### src/rtl/jddm_pkg.sv
`timescale 1ns / 1ps
`default_nettype none
// ----------------------------------------------------------------------------
// jddm_pkg
// Shared types, widths and the arctangent table of the drive mixer.
// ----------------------------------------------------------------------------
package jddm_pkg;

	// joystick and speed field widths
	localparam int JOY_W   = 8;
	localparam int SPEED_W = 9;

	// cordic vector datapath: sample scaled up by 2^PRE_SHIFT, room for the gain
	localparam int PRE_SHIFT = 24;
	localparam int XY_W      = 34;

	// integer square root: sum of squares stays below 2^15, eight root digits
	localparam int N_W        = 15;
	localparam int R_W        = 16;
	localparam int SQRT_STEPS = 8;

	// arctangent table length
	localparam int ATAN_LEN = 24;

	// atan(2^-i) as a fraction of a turn, 32 fraction bits
	localparam logic [31:0] ATAN_TURN32 [ATAN_LEN] = '{
		32'd536870912, 32'd316933406, 32'd167458907, 32'd85004756,
		32'd42667331,  32'd21354465,  32'd10679838,  32'd5340245,
		32'd2670163,   32'd1335087,   32'd667544,    32'd333772,
		32'd166886,    32'd83443,     32'd41722,     32'd20861,
		32'd10430,     32'd5215,      32'd2608,      32'd1304,
		32'd652,       32'd326,       32'd163,       32'd81
	};

	// per-sample sideband that travels with the vector
	typedef struct packed {
		logic       on_axis;    // angle is exact, taken from quarter
		logic [1:0] quarter;    // quarter-turn count for axis samples
		logic       half_turn;  // vector was turned by a half turn
		logic       neg;        // y below zero, magnitude negated
	} side_t;

	// rounded angle step of stage idx at ab angle bits
	function automatic logic [31:0] atan_step(input int idx, input int ab);
		logic [32:0] t;
		t = {1'b0, ATAN_TURN32[idx]} + (33'd1 << (31 - ab));
		return t[31:0] >> (32 - ab);
	endfunction

endpackage
`default_nettype wire

### src/rtl/jddm_prep.sv
`timescale 1ns / 1ps
`default_nettype none
// ----------------------------------------------------------------------------
// jddm_prep
// Clamps the sample, forms the sum of squares and the pre-rotated vector.
// ----------------------------------------------------------------------------
module jddm_prep import jddm_pkg::*; #(
	parameter int JOY_LIMIT = 100
) (
	input  wire logic                    clk,
	input  wire logic                    arst_n,
	input  wire logic                    valid_i,
	output      logic                    ready_o,
	input  wire logic signed [JOY_W-1:0] joy_x,
	input  wire logic signed [JOY_W-1:0] joy_y,
	output      logic                    valid_o,
	input  wire logic                    ready_i,
	output      logic signed [XY_W-1:0]  x_o,
	output      logic signed [XY_W-1:0]  y_o,
	output      logic        [N_W-1:0]   n_o,
	output      side_t                   side_o
);

	localparam logic signed [JOY_W-1:0] LIM = JOY_W'(JOY_LIMIT);

	logic signed [JOY_W-1:0]   xc, yc, xr, yr;
	logic signed [2*JOY_W-1:0] sqx, sqy;
	side_t                     side_d;
	logic                      valid_s1;
	logic signed [XY_W-1:0]    x_s1, y_s1;
	logic        [N_W-1:0]     n_s1;
	side_t                     side_s1;

	// clamp to the joystick limit
	always_comb begin
		xc = joy_x;
		if (joy_x > LIM) xc = LIM;
		if (joy_x < -LIM) xc = -LIM;
		yc = joy_y;
		if (joy_y > LIM) yc = LIM;
		if (joy_y < -LIM) yc = -LIM;
	end

	// squares for the root
	assign sqx = xc * xc;
	assign sqy = yc * yc;

	// axis detection and half-turn pre-rotation
	always_comb begin
		side_d.neg       = yc[JOY_W-1];
		side_d.half_turn = xc[JOY_W-1];
		side_d.on_axis   = (xc == '0) || (yc == '0);
		if (yc == '0) side_d.quarter = xc[JOY_W-1] ? 2'd2 : 2'd0;
		else side_d.quarter = yc[JOY_W-1] ? 2'd3 : 2'd1;
		xr = xc[JOY_W-1] ? -xc : xc;
		yr = xc[JOY_W-1] ? -yc : yc;
	end

	assign ready_o = !valid_s1 || ready_i;

	// stage valid
	always_ff @(posedge clk or negedge arst_n) begin
		if (!arst_n) valid_s1 <= 1'b0;
		else if (ready_o) valid_s1 <= valid_i;
	end

	// stage payload
	always_ff @(posedge clk) begin
		if (ready_o && valid_i) begin
			x_s1    <= {{(XY_W-JOY_W){xr[JOY_W-1]}}, xr} <<< PRE_SHIFT;
			y_s1    <= {{(XY_W-JOY_W){yr[JOY_W-1]}}, yr} <<< PRE_SHIFT;
			n_s1    <= N_W'(sqx) + N_W'(sqy);
			side_s1 <= side_d;
		end
	end

	assign valid_o = valid_s1;
	assign x_o     = x_s1;
	assign y_o     = y_s1;
	assign n_o     = n_s1;
	assign side_o  = side_s1;

endmodule
`default_nettype wire

### src/rtl/jddm_cell.sv
`timescale 1ns / 1ps
`default_nettype none
// ----------------------------------------------------------------------------
// jddm_cell
// One cordic vectoring rotation plus, in the first SQRT_STEPS cells, one square-root digit, registered.
// ----------------------------------------------------------------------------
module jddm_cell import jddm_pkg::*; #(
	parameter int IDX         = 0,
	parameter int ANGLE_BITS  = 16
) (
	input  wire logic                        clk,
	input  wire logic                        arst_n,
	input  wire logic                        valid_i,
	output      logic                        ready_o,
	input  wire logic signed [XY_W-1:0]      x_i,
	input  wire logic signed [XY_W-1:0]      y_i,
	input  wire logic signed [ANGLE_BITS:0]  z_i,
	input  wire logic        [N_W-1:0]       n_i,
	input  wire logic        [R_W-1:0]       root_i,
	input  wire side_t                       side_i,
	output      logic                        valid_o,
	input  wire logic                        ready_i,
	output      logic signed [XY_W-1:0]      x_o,
	output      logic signed [XY_W-1:0]      y_o,
	output      logic signed [ANGLE_BITS:0]  z_o,
	output      logic        [N_W-1:0]       n_o,
	output      logic        [R_W-1:0]       root_o,
	output      side_t                       side_o
);

	localparam int ZW = ANGLE_BITS + 1;
	localparam logic signed [ZW-1:0] STEP = ZW'(atan_step(IDX, ANGLE_BITS));

	logic signed [XY_W-1:0] x_d, y_d;
	logic signed [ZW-1:0]   z_d;
	logic        [N_W-1:0]  n_d;
	logic        [R_W-1:0]  root_d;
	logic                   valid_q;
	logic signed [XY_W-1:0] x_q, y_q;
	logic signed [ZW-1:0]   z_q;
	logic        [N_W-1:0]  n_q;
	logic        [R_W-1:0]  root_q;
	side_t                  side_q;

	// rotate toward the x axis
	always_comb begin
		if (y_i > 0) begin
			x_d = x_i + (y_i >>> IDX);
			y_d = y_i - (x_i >>> IDX);
			z_d = z_i + STEP;
		end else begin
			x_d = x_i - (y_i >>> IDX);
			y_d = y_i + (x_i >>> IDX);
			z_d = z_i - STEP;
		end
	end

	// one root digit, or pass through once all digits are done
	generate
		if (IDX < SQRT_STEPS) begin : g_root
			localparam logic [R_W:0] SBIT = (R_W+1)'(1) << (2 * (SQRT_STEPS - 1 - IDX));
			logic [R_W:0] trial;
			always_comb begin
				trial = {1'b0, root_i} + SBIT;
				if ({2'b00, n_i} >= trial) begin
					n_d    = N_W'({2'b00, n_i} - trial);
					root_d = R_W'({1'b0, root_i >> 1} + SBIT);
				end else begin
					n_d    = n_i;
					root_d = root_i >> 1;
				end
			end
		end else begin : g_pass
			assign n_d    = n_i;
			assign root_d = root_i;
		end
	endgenerate

	assign ready_o = !valid_q || ready_i;

	// cell valid
	always_ff @(posedge clk or negedge arst_n) begin
		if (!arst_n) valid_q <= 1'b0;
		else if (ready_o) valid_q <= valid_i;
	end

	// cell payload
	always_ff @(posedge clk) begin
		if (ready_o && valid_i) begin
			x_q    <= x_d;
			y_q    <= y_d;
			z_q    <= z_d;
			n_q    <= n_d;
			root_q <= root_d;
			side_q <= side_i;
		end
	end

	assign valid_o = valid_q;
	assign x_o     = x_q;
	assign y_o     = y_q;
	assign z_o     = z_q;
	assign n_o     = n_q;
	assign root_o  = root_q;
	assign side_o  = side_q;

endmodule
`default_nettype wire

### src/rtl/jddm_mix.sv
`timescale 1ns / 1ps
`default_nettype none
// ----------------------------------------------------------------------------
// jddm_mix
// Angle to left/right factors, scaling of the signed magnitude, output register.
// ----------------------------------------------------------------------------
module jddm_mix import jddm_pkg::*; #(
	parameter int ANGLE_BITS = 16
) (
	input  wire logic                       clk,
	input  wire logic                       arst_n,
	input  wire logic                       valid_i,
	output      logic                       ready_o,
	input  wire logic signed [ANGLE_BITS:0] z_i,
	input  wire logic        [R_W-1:0]      root_i,
	input  wire side_t                      side_i,
	output      logic                       valid_o,
	input  wire logic                       ready_i,
	output      logic signed [SPEED_W-1:0]  left_o,
	output      logic signed [SPEED_W-1:0]  right_o
);

	localparam int FW    = ANGLE_BITS + 1;
	localparam int PW    = SPEED_W + FW;
	localparam int QSH   = ANGLE_BITS - 2;
	localparam logic [ANGLE_BITS-1:0] Q      = ANGLE_BITS'(1) << QSH;
	localparam logic [ANGLE_BITS-1:0] HALF   = ANGLE_BITS'(1) << (ANGLE_BITS - 1);
	localparam logic [ANGLE_BITS:0]   Q3     = (ANGLE_BITS+1)'(3) << QSH;
	localparam logic signed [FW-1:0]  Q_F    = FW'(1) << QSH;
	localparam logic signed [FW-1:0]  TWO_Q  = FW'(1) << (QSH + 1);
	localparam logic signed [PW-1:0]  BIAS   = PW'((1 << QSH) - 1);

	logic [ANGLE_BITS-1:0]       ang;
	logic signed [FW-1:0]        lf_d, rf_d, ae;
	logic signed [SPEED_W-1:0]   m_d;
	logic signed [PW-1:0]        pl_b, pr_b;
	logic signed [PW-1:0]        pl_sh, pr_sh;
	logic                        ready_s1, ready_s2, ready_s3;
	logic                        valid_s1, valid_s2, valid_s3;
	logic signed [FW-1:0]        lf_s1, rf_s1;
	logic signed [SPEED_W-1:0]   m_s1;
	logic signed [PW-1:0]        pl_s2, pr_s2;
	logic signed [SPEED_W-1:0]   left_s3, right_s3;

	// final angle, factors and signed magnitude
	always_comb begin
		if (side_i.on_axis) ang = ANGLE_BITS'(side_i.quarter) << QSH;
		else ang = ANGLE_BITS'(z_i) + (side_i.half_turn ? HALF : '0);
		ae = $signed({1'b0, ang});
		if (ang > Q && {1'b0, ang} < Q3) lf_d = TWO_Q - ae;
		else lf_d = Q_F;
		if (ang < Q) rf_d = ae;
		else if ({1'b0, ang} > Q3) rf_d = $signed({1'b1, ang});
		else rf_d = Q_F;
		m_d = side_i.neg ? -$signed(root_i[SPEED_W-1:0]) : $signed(root_i[SPEED_W-1:0]);
	end

	// truncating scale by one quarter turn
	always_comb begin
		pl_b  = pl_s2 + (pl_s2[PW-1] ? BIAS : '0);
		pr_b  = pr_s2 + (pr_s2[PW-1] ? BIAS : '0);
		pl_sh = pl_b >>> QSH;
		pr_sh = pr_b >>> QSH;
	end

	assign ready_s3 = !valid_s3 || ready_i;
	assign ready_s2 = !valid_s2 || ready_s3;
	assign ready_s1 = !valid_s1 || ready_s2;
	assign ready_o  = ready_s1;

	// stage valids
	always_ff @(posedge clk or negedge arst_n) begin
		if (!arst_n) begin
			valid_s1 <= 1'b0;
			valid_s2 <= 1'b0;
			valid_s3 <= 1'b0;
		end else begin
			if (ready_s1) valid_s1 <= valid_i;
			if (ready_s2) valid_s2 <= valid_s1;
			if (ready_s3) valid_s3 <= valid_s2;
		end
	end

	// stage payloads
	always_ff @(posedge clk) begin
		if (ready_s1 && valid_i) begin
			lf_s1 <= lf_d;
			rf_s1 <= rf_d;
			m_s1  <= m_d;
		end
		if (ready_s2 && valid_s1) begin
			pl_s2 <= m_s1 * lf_s1;
			pr_s2 <= m_s1 * rf_s1;
		end
		if (ready_s3 && valid_s2) begin
			left_s3  <= pl_sh[SPEED_W-1:0];
			right_s3 <= pr_sh[SPEED_W-1:0];
		end
	end

	assign valid_o = valid_s3;
	assign left_o  = left_s3;
	assign right_o = right_s3;

endmodule
`default_nettype wire

### src/rtl/joystick_differential_drive_mixer.sv
`timescale 1ns / 1ps
`default_nettype none
// ----------------------------------------------------------------------------
// joystick_differential_drive_mixer
// Arcade-drive mixing of one joystick sample into left and right motor speeds.
//
//   channel  valid      ready      payload
//   input    in_valid   in_ready   joy_x, joy_y
//   output   out_valid  out_ready  left_speed, right_speed
//
// One sample per clock sustained while out_ready stays high; the path runs
// through the prep register, the row of cordic cells (one rotation per cell,
// one root digit in each of the first SQRT_STEPS) and the three mixing stages.
// Reset clears only the stage valid flags; no item is in flight after it.
// Each stage holds while its successor is full and stalled, so bubbles close
// up and in_ready stays high until every stage is occupied.
// ----------------------------------------------------------------------------
module joystick_differential_drive_mixer import jddm_pkg::*; #(
	parameter int ANGLE_BITS    = 16,
	parameter int CORDIC_STAGES = 16,
	parameter int JOY_LIMIT     = 100
) (
	input  wire logic                      clk,
	input  wire logic                      arst_n,
	input  wire logic                      in_valid,
	output      logic                      in_ready,
	input  wire logic signed [JOY_W-1:0]   joy_x,
	input  wire logic signed [JOY_W-1:0]   joy_y,
	output      logic                      out_valid,
	input  wire logic                      out_ready,
	output      logic signed [SPEED_W-1:0] left_speed,
	output      logic signed [SPEED_W-1:0] right_speed
);

	logic                       c_valid [CORDIC_STAGES+1];
	logic                       c_ready [CORDIC_STAGES+1];
	logic signed [XY_W-1:0]     c_x     [CORDIC_STAGES+1];
	logic signed [XY_W-1:0]     c_y     [CORDIC_STAGES+1];
	logic signed [ANGLE_BITS:0] c_z     [CORDIC_STAGES+1];
	logic        [N_W-1:0]      c_n     [CORDIC_STAGES+1];
	logic        [R_W-1:0]      c_root  [CORDIC_STAGES+1];
	side_t                      c_side  [CORDIC_STAGES+1];

	// clamp, squares and pre-rotation
	jddm_prep #(
		.JOY_LIMIT(JOY_LIMIT)
	) u_prep (
		.clk     (clk),
		.arst_n  (arst_n),
		.valid_i (in_valid),
		.ready_o (in_ready),
		.joy_x   (joy_x),
		.joy_y   (joy_y),
		.valid_o (c_valid[0]),
		.ready_i (c_ready[0]),
		.x_o     (c_x[0]),
		.y_o     (c_y[0]),
		.n_o     (c_n[0]),
		.side_o  (c_side[0])
	);

	// angle accumulator and root start from zero
	assign c_z[0]    = '0;
	assign c_root[0] = '0;

	// row of cordic / root cells
	generate
		for (genvar i = 0; i < CORDIC_STAGES; i++) begin : g_cell
			jddm_cell #(
				.IDX        (i),
				.ANGLE_BITS (ANGLE_BITS)
			) u_cell (
				.clk     (clk),
				.arst_n  (arst_n),
				.valid_i (c_valid[i]),
				.ready_o (c_ready[i]),
				.x_i     (c_x[i]),
				.y_i     (c_y[i]),
				.z_i     (c_z[i]),
				.n_i     (c_n[i]),
				.root_i  (c_root[i]),
				.side_i  (c_side[i]),
				.valid_o (c_valid[i+1]),
				.ready_i (c_ready[i+1]),
				.x_o     (c_x[i+1]),
				.y_o     (c_y[i+1]),
				.z_o     (c_z[i+1]),
				.n_o     (c_n[i+1]),
				.root_o  (c_root[i+1]),
				.side_o  (c_side[i+1])
			);
		end
	endgenerate

	// factors, scaling and output register
	jddm_mix #(
		.ANGLE_BITS(ANGLE_BITS)
	) u_mix (
		.clk     (clk),
		.arst_n  (arst_n),
		.valid_i (c_valid[CORDIC_STAGES]),
		.ready_o (c_ready[CORDIC_STAGES]),
		.z_i     (c_z[CORDIC_STAGES]),
		.root_i  (c_root[CORDIC_STAGES]),
		.side_i  (c_side[CORDIC_STAGES]),
		.valid_o (out_valid),
		.ready_i (out_ready),
		.left_o  (left_speed),
		.right_o (right_speed)
	);

endmodule
`default_nettype wire
### config.mk
export PLATFORM = sky130hd
export DESIGN_NAME = joystick_differential_drive_mixer
export DESIGN_NICKNAME = d
export VERILOG_FILES = /design/src/rtl/jddm_pkg.sv /design/src/rtl/jddm_prep.sv /design/src/rtl/jddm_cell.sv /design/src/rtl/jddm_mix.sv /design/src/rtl/joystick_differential_drive_mixer.sv
export SDC_FILE = /design/constraint.sdc
export NUM_CORES = 2
export LEC_CHECK = 0
export ABC_AREA = 1
export BUFFER_PORTS_ARGS = -buffer_cell sky130_fd_sc_hd__buf_2
export CORE_MARGIN = 10
export CORE_UTILIZATION = 67
export CTS_BUF_LIST = sky130_fd_sc_hd__clkbuf_4
export DETAILED_ROUTE_END_ITERATION = 16
export GPL_TIMING_DRIVEN = 0
export PLACE_DENSITY = 0.81
export SETUP_SLACK_MARGIN = 0.4
export SYNTH_ARGS = -nofsm -noshare
export SYNTH_HDL_FRONTEND = slang
export SYNTH_SLANG_ARGS = --single-unit
export TNS_END_PERCENT = 30
### constraint.sdc
create_clock -name clk -period 7.15 [get_ports clk]
set_input_delay 0.715 -clock clk [delete_from_list [all_inputs] [get_ports clk]]
set_output_delay 0.715 -clock clk [all_outputs]
set_load 0.01 [all_outputs]
==> metrics <==
Total GRT Usage 34.81%; Final Util 72.22%; DR vias/cell roughly 6.0; Setup Crit Path Kind in2reg; drt pass-1 iters 7; FF+latch count, synth roughly 1300; vias in the first global route between 90000 and 100k; hpwl dp 253700 um; status finished, final reports clean; Residual DRC 0; RSZ-0062 raised after global routing true; grt total ovfl 0; chip width approximately 430 um; most common cell after layout, fill and taps aside nand2_1; core box area 164600 sq um; H-Tree Depth 5; DR iter-0 viols approximately 9000; Yosys cell types 76; cell mode on critical path fa_1; Final #Nets between 10000 and 15000; Chip Height ~430 um; worst min-delay path startpoint in_valid; TritonCTS clock tree built; asr flop ratio synth 1.502%; Antenna Nets Post-Route 0; final slew viol count 0; Slew @ Worst Pin 1229 ps; synthesized area per cell about 8.7 sq um; WP data required roughly 8200 ps; CP Data Arrival Time about 7600 ps; initial core utilization 67.33%; r2r endpoint u_mix.pl_s2[20]$_DFFE_PP_; synthesized cell area 110800 sq um; period utilization roughly nine tenths; first-pass GRT wire length approximately 500000 um; critical-path cell list buf_2 -> nand2_1 -> nor2_1 -> inv_1 -> a21oi_1 -> clkinv_1 -> nand2_1 -> fa_1 -> fa_1 -> fa_1 -> inv_1 -> fa_1 -> fa_1 -> inv_1 -> fa_1 -> inv_1 -> ha_1 -> a21oi_1 -> o21ai_0 -> a21oi_1 -> o21bai_1 -> a21oi_1 -> o21ai_0 -> xor2_1; die area ~180000 sq um; post-detailed-routing wire length 322400 um; most frequent cells in the layout nand2_1 (2221), inv_1 (1836), edfxtp_1 (1312); reg-to-reg slack, setup 720 ps; endpoints failing setup 0; CP peak stage delay 650 ps; # IOs 40; R2R depth 22; clock buffer count from CTS roughly 360; worst hold path type in2reg; clk_skew roughly 190 ps; sequential share of the synthesized area between 30 and 40%; Yosys warnings 0; reg-to-reg startpoint u_mix.m_s1[5]$_DFFE_PP_; largest net degree at the start of global routing 82; Fmax 0.1527 GHz; Final Hold Vio Count 0; crit path max-delay cell type a21oi_1; Vias approximately 94000; area grow syn2layout 7.269%; maxcap violations 0; hold depth 4; CTS Root Cell clkbuf_4; Port-buffer cells 34; Period minus WS final roughly 6500 ps; Routed WL per cell around 21 um; Min Hold Slack roughly 80 ps; initial antenna violation count 5; Slew Limit Headroom 18.10%; # rows 149; Placer Congestion roughly 1.1; Setup crit end kind register; Main synth FF type edfxtp_1; Worst Hold Path EP u_prep.valid_o$_DFFE_PN0N_; Post-synth EDFFs ~1300; Crit Path Max Fanout 9; share of layout cells above drive strength 1 under 10%; Clock Latency Late Sink 1460 ps; Worst-path clk slew 70 ps; CTS Buffer Depth 4; CTS sink cnt 1332; critical path launch point type primary input; Mapped Cells approximately 13000
kinds of logic (layout without fill, tap and decap cells):
group | count (synthesis) | after routing | synth area share [%]
other cells | 1 | 13 | 0.003384
flops | 1332 | 1332 | 36.00
compound gates | 2289 | 2289 | 11.47
fa+ha+maj | 1425 | 1425 | 18.64
xor+xnor | 1307 | 1307 | 10.35
buf+inv | 2012 | 2685 | 6.904
mux | 1 | 1 | 0.01016
simple gates | 4377 | 4377 | 16.63
critical path: cells and delay by family:
kind	cells	cell delay [ps]
AOI/OAI and AO/OA	7	1720
xor gates and xnor gates	1	290
adders and majority gates	7	3410
buffers and inverters	6	950
and+or+nand+nor	3	510
registers in the layout, indices dropped and copies added, names as in the netlist, 5 cells and up:
signal                 cells
u_mix.m_s1                 9
u_prep.y_o                 8
u_mix.pl_s2               23
u_prep.side_o              5
g_cell.u_cell.n_o        105
g_cell.u_cell.z_o        214
u_mix.lf_s1               16
u_mix.pr_s2               23
u_mix.right_o              9
g_cell.u_cell.side_o      80
u_mix.rf_s1               16
g_cell.u_cell.y_o        363
u_prep.n_o                15
g_cell.u_cell.root_o     100
u_mix.left_o               9
g_cell.u_cell.valid_o     16
g_cell.u_cell.x_o        309
u_prep.x_o                 8
stage by stage:
step / cell area (sq um) / TNS [ps] / worst slack, ps / cells
6_report: 118900 / 0 / 601.0 / 15620
5_1_grt: 118900 / 0 / 319.0 / 15620
4_1_cts: 118800 / 0 / 479.1 / 15600
3_5_place_dp: 114300 / -3546 / -946.1 / 14990
3_3_place_gp: 113700 / -126030 / -1144 / 14970
2_1_floorplan: 110800 / 0 / 367.3 / 12750
worst max path at each step:
stage	start	end	slack, ps	depth (start not counted)
2_1_floorplan	joy_x[5]	u_prep.n_o[14]$_DFFE_PP_	370	33
3_3_place_gp	out_ready	g_cell[7].u_cell.y_o[29]$_DFFE_PP_	-1140	9
3_5_place_dp	joy_x[5]	u_prep.n_o[13]$_DFFE_PP_	-950	26
4_1_cts	joy_y[6]	u_prep.n_o[13]$_DFFE_PP_	480	26
5_1_grt	joy_y[6]	u_prep.n_o[13]$_DFFE_PP_	320	25
6_report	joy_x[5]	u_prep.n_o[13]$_DFFE_PP_	600	24
routing by layer:
| metal | GRT usage [%] | wire length (um) |
|---|---|---|
| met1 | 40.98 | 119800 |
| met2 | 59.49 | 154700 |
| met3 | 5.767 | 25660 |
| met4 | 21.28 | 22290 |
| met5 | 0 | 13 |
what timing repair did:
action / CTS / global route
buffers inserted: 0 / 6
setup endpoints to repair: 0 / 8
gates resized for setup: 0 / 14
endpoints found under the hold margin: 78 / 0
hold buffers: 16 / 0
cells in the mapped netlist, drive strengths merged, types with 4 or more instances:
master | number | area, sq um
nand2 | 2238 | 8446
inv | 1861 | 6988
edfxtp | 1312 | 39400
nor2 | 1187 | 4546
a21oi | 1080 | 5409
ha | 1048 | 13110
xor2 | 937 | 8214
o21ai | 699 | 3528
nand3 | 400 | 2080
fa | 377 | 7547
xnor2 | 369 | 3232
nor3 | 225 | 1202
nor4 | 132 | 850.8
clkbuf | 106 | 399.1
a31oi | 102 | 644.4
nand4 | 89 | 584.3
a21o | 84 | 630.6
o211ai | 52 | 390.4
o21bai | 51 | 382.9
or2 | 45 | 281.5
a21boi | 43 | 326.6
o21a | 40 | 300.3
buf | 37 | 232.7
o31ai | 37 | 282.8
o22ai | 23 | 143.9
a221oi | 20 | 175.2
dfrtp | 20 | 500.5
a211oi | 18 | 135.1
nor3b | 14 | 105.1
nand3b | 13 | 97.59
and3 | 12 | 75.07
o2111ai | 12 | 105.1
and2 | 10 | 62.56
o221ai | 10 | 87.58
clkinv | 8 | 31.28
or4 | 7 | 52.55
a31o | 5 | 43.79
nor4b | 5 | 43.79
o311ai | 4 | 35.04
final cells by class:
cell class              instances  area [sq um]
multi-input cells            9401         63410
fillers                     12080         45730
flip-flops and latches       1332         39900
inverters                    1869          7032
clock buffers                 478          3588
well taps                    2189          2739
repair buffers                 80         895.9
clock inverters               115         663.1
plain buffers                 143         631.9
diodes                         11         27.53
Power is not shown: default switching activity piles up to over one toggle a cycle in this logic, so the estimate is an artifact.
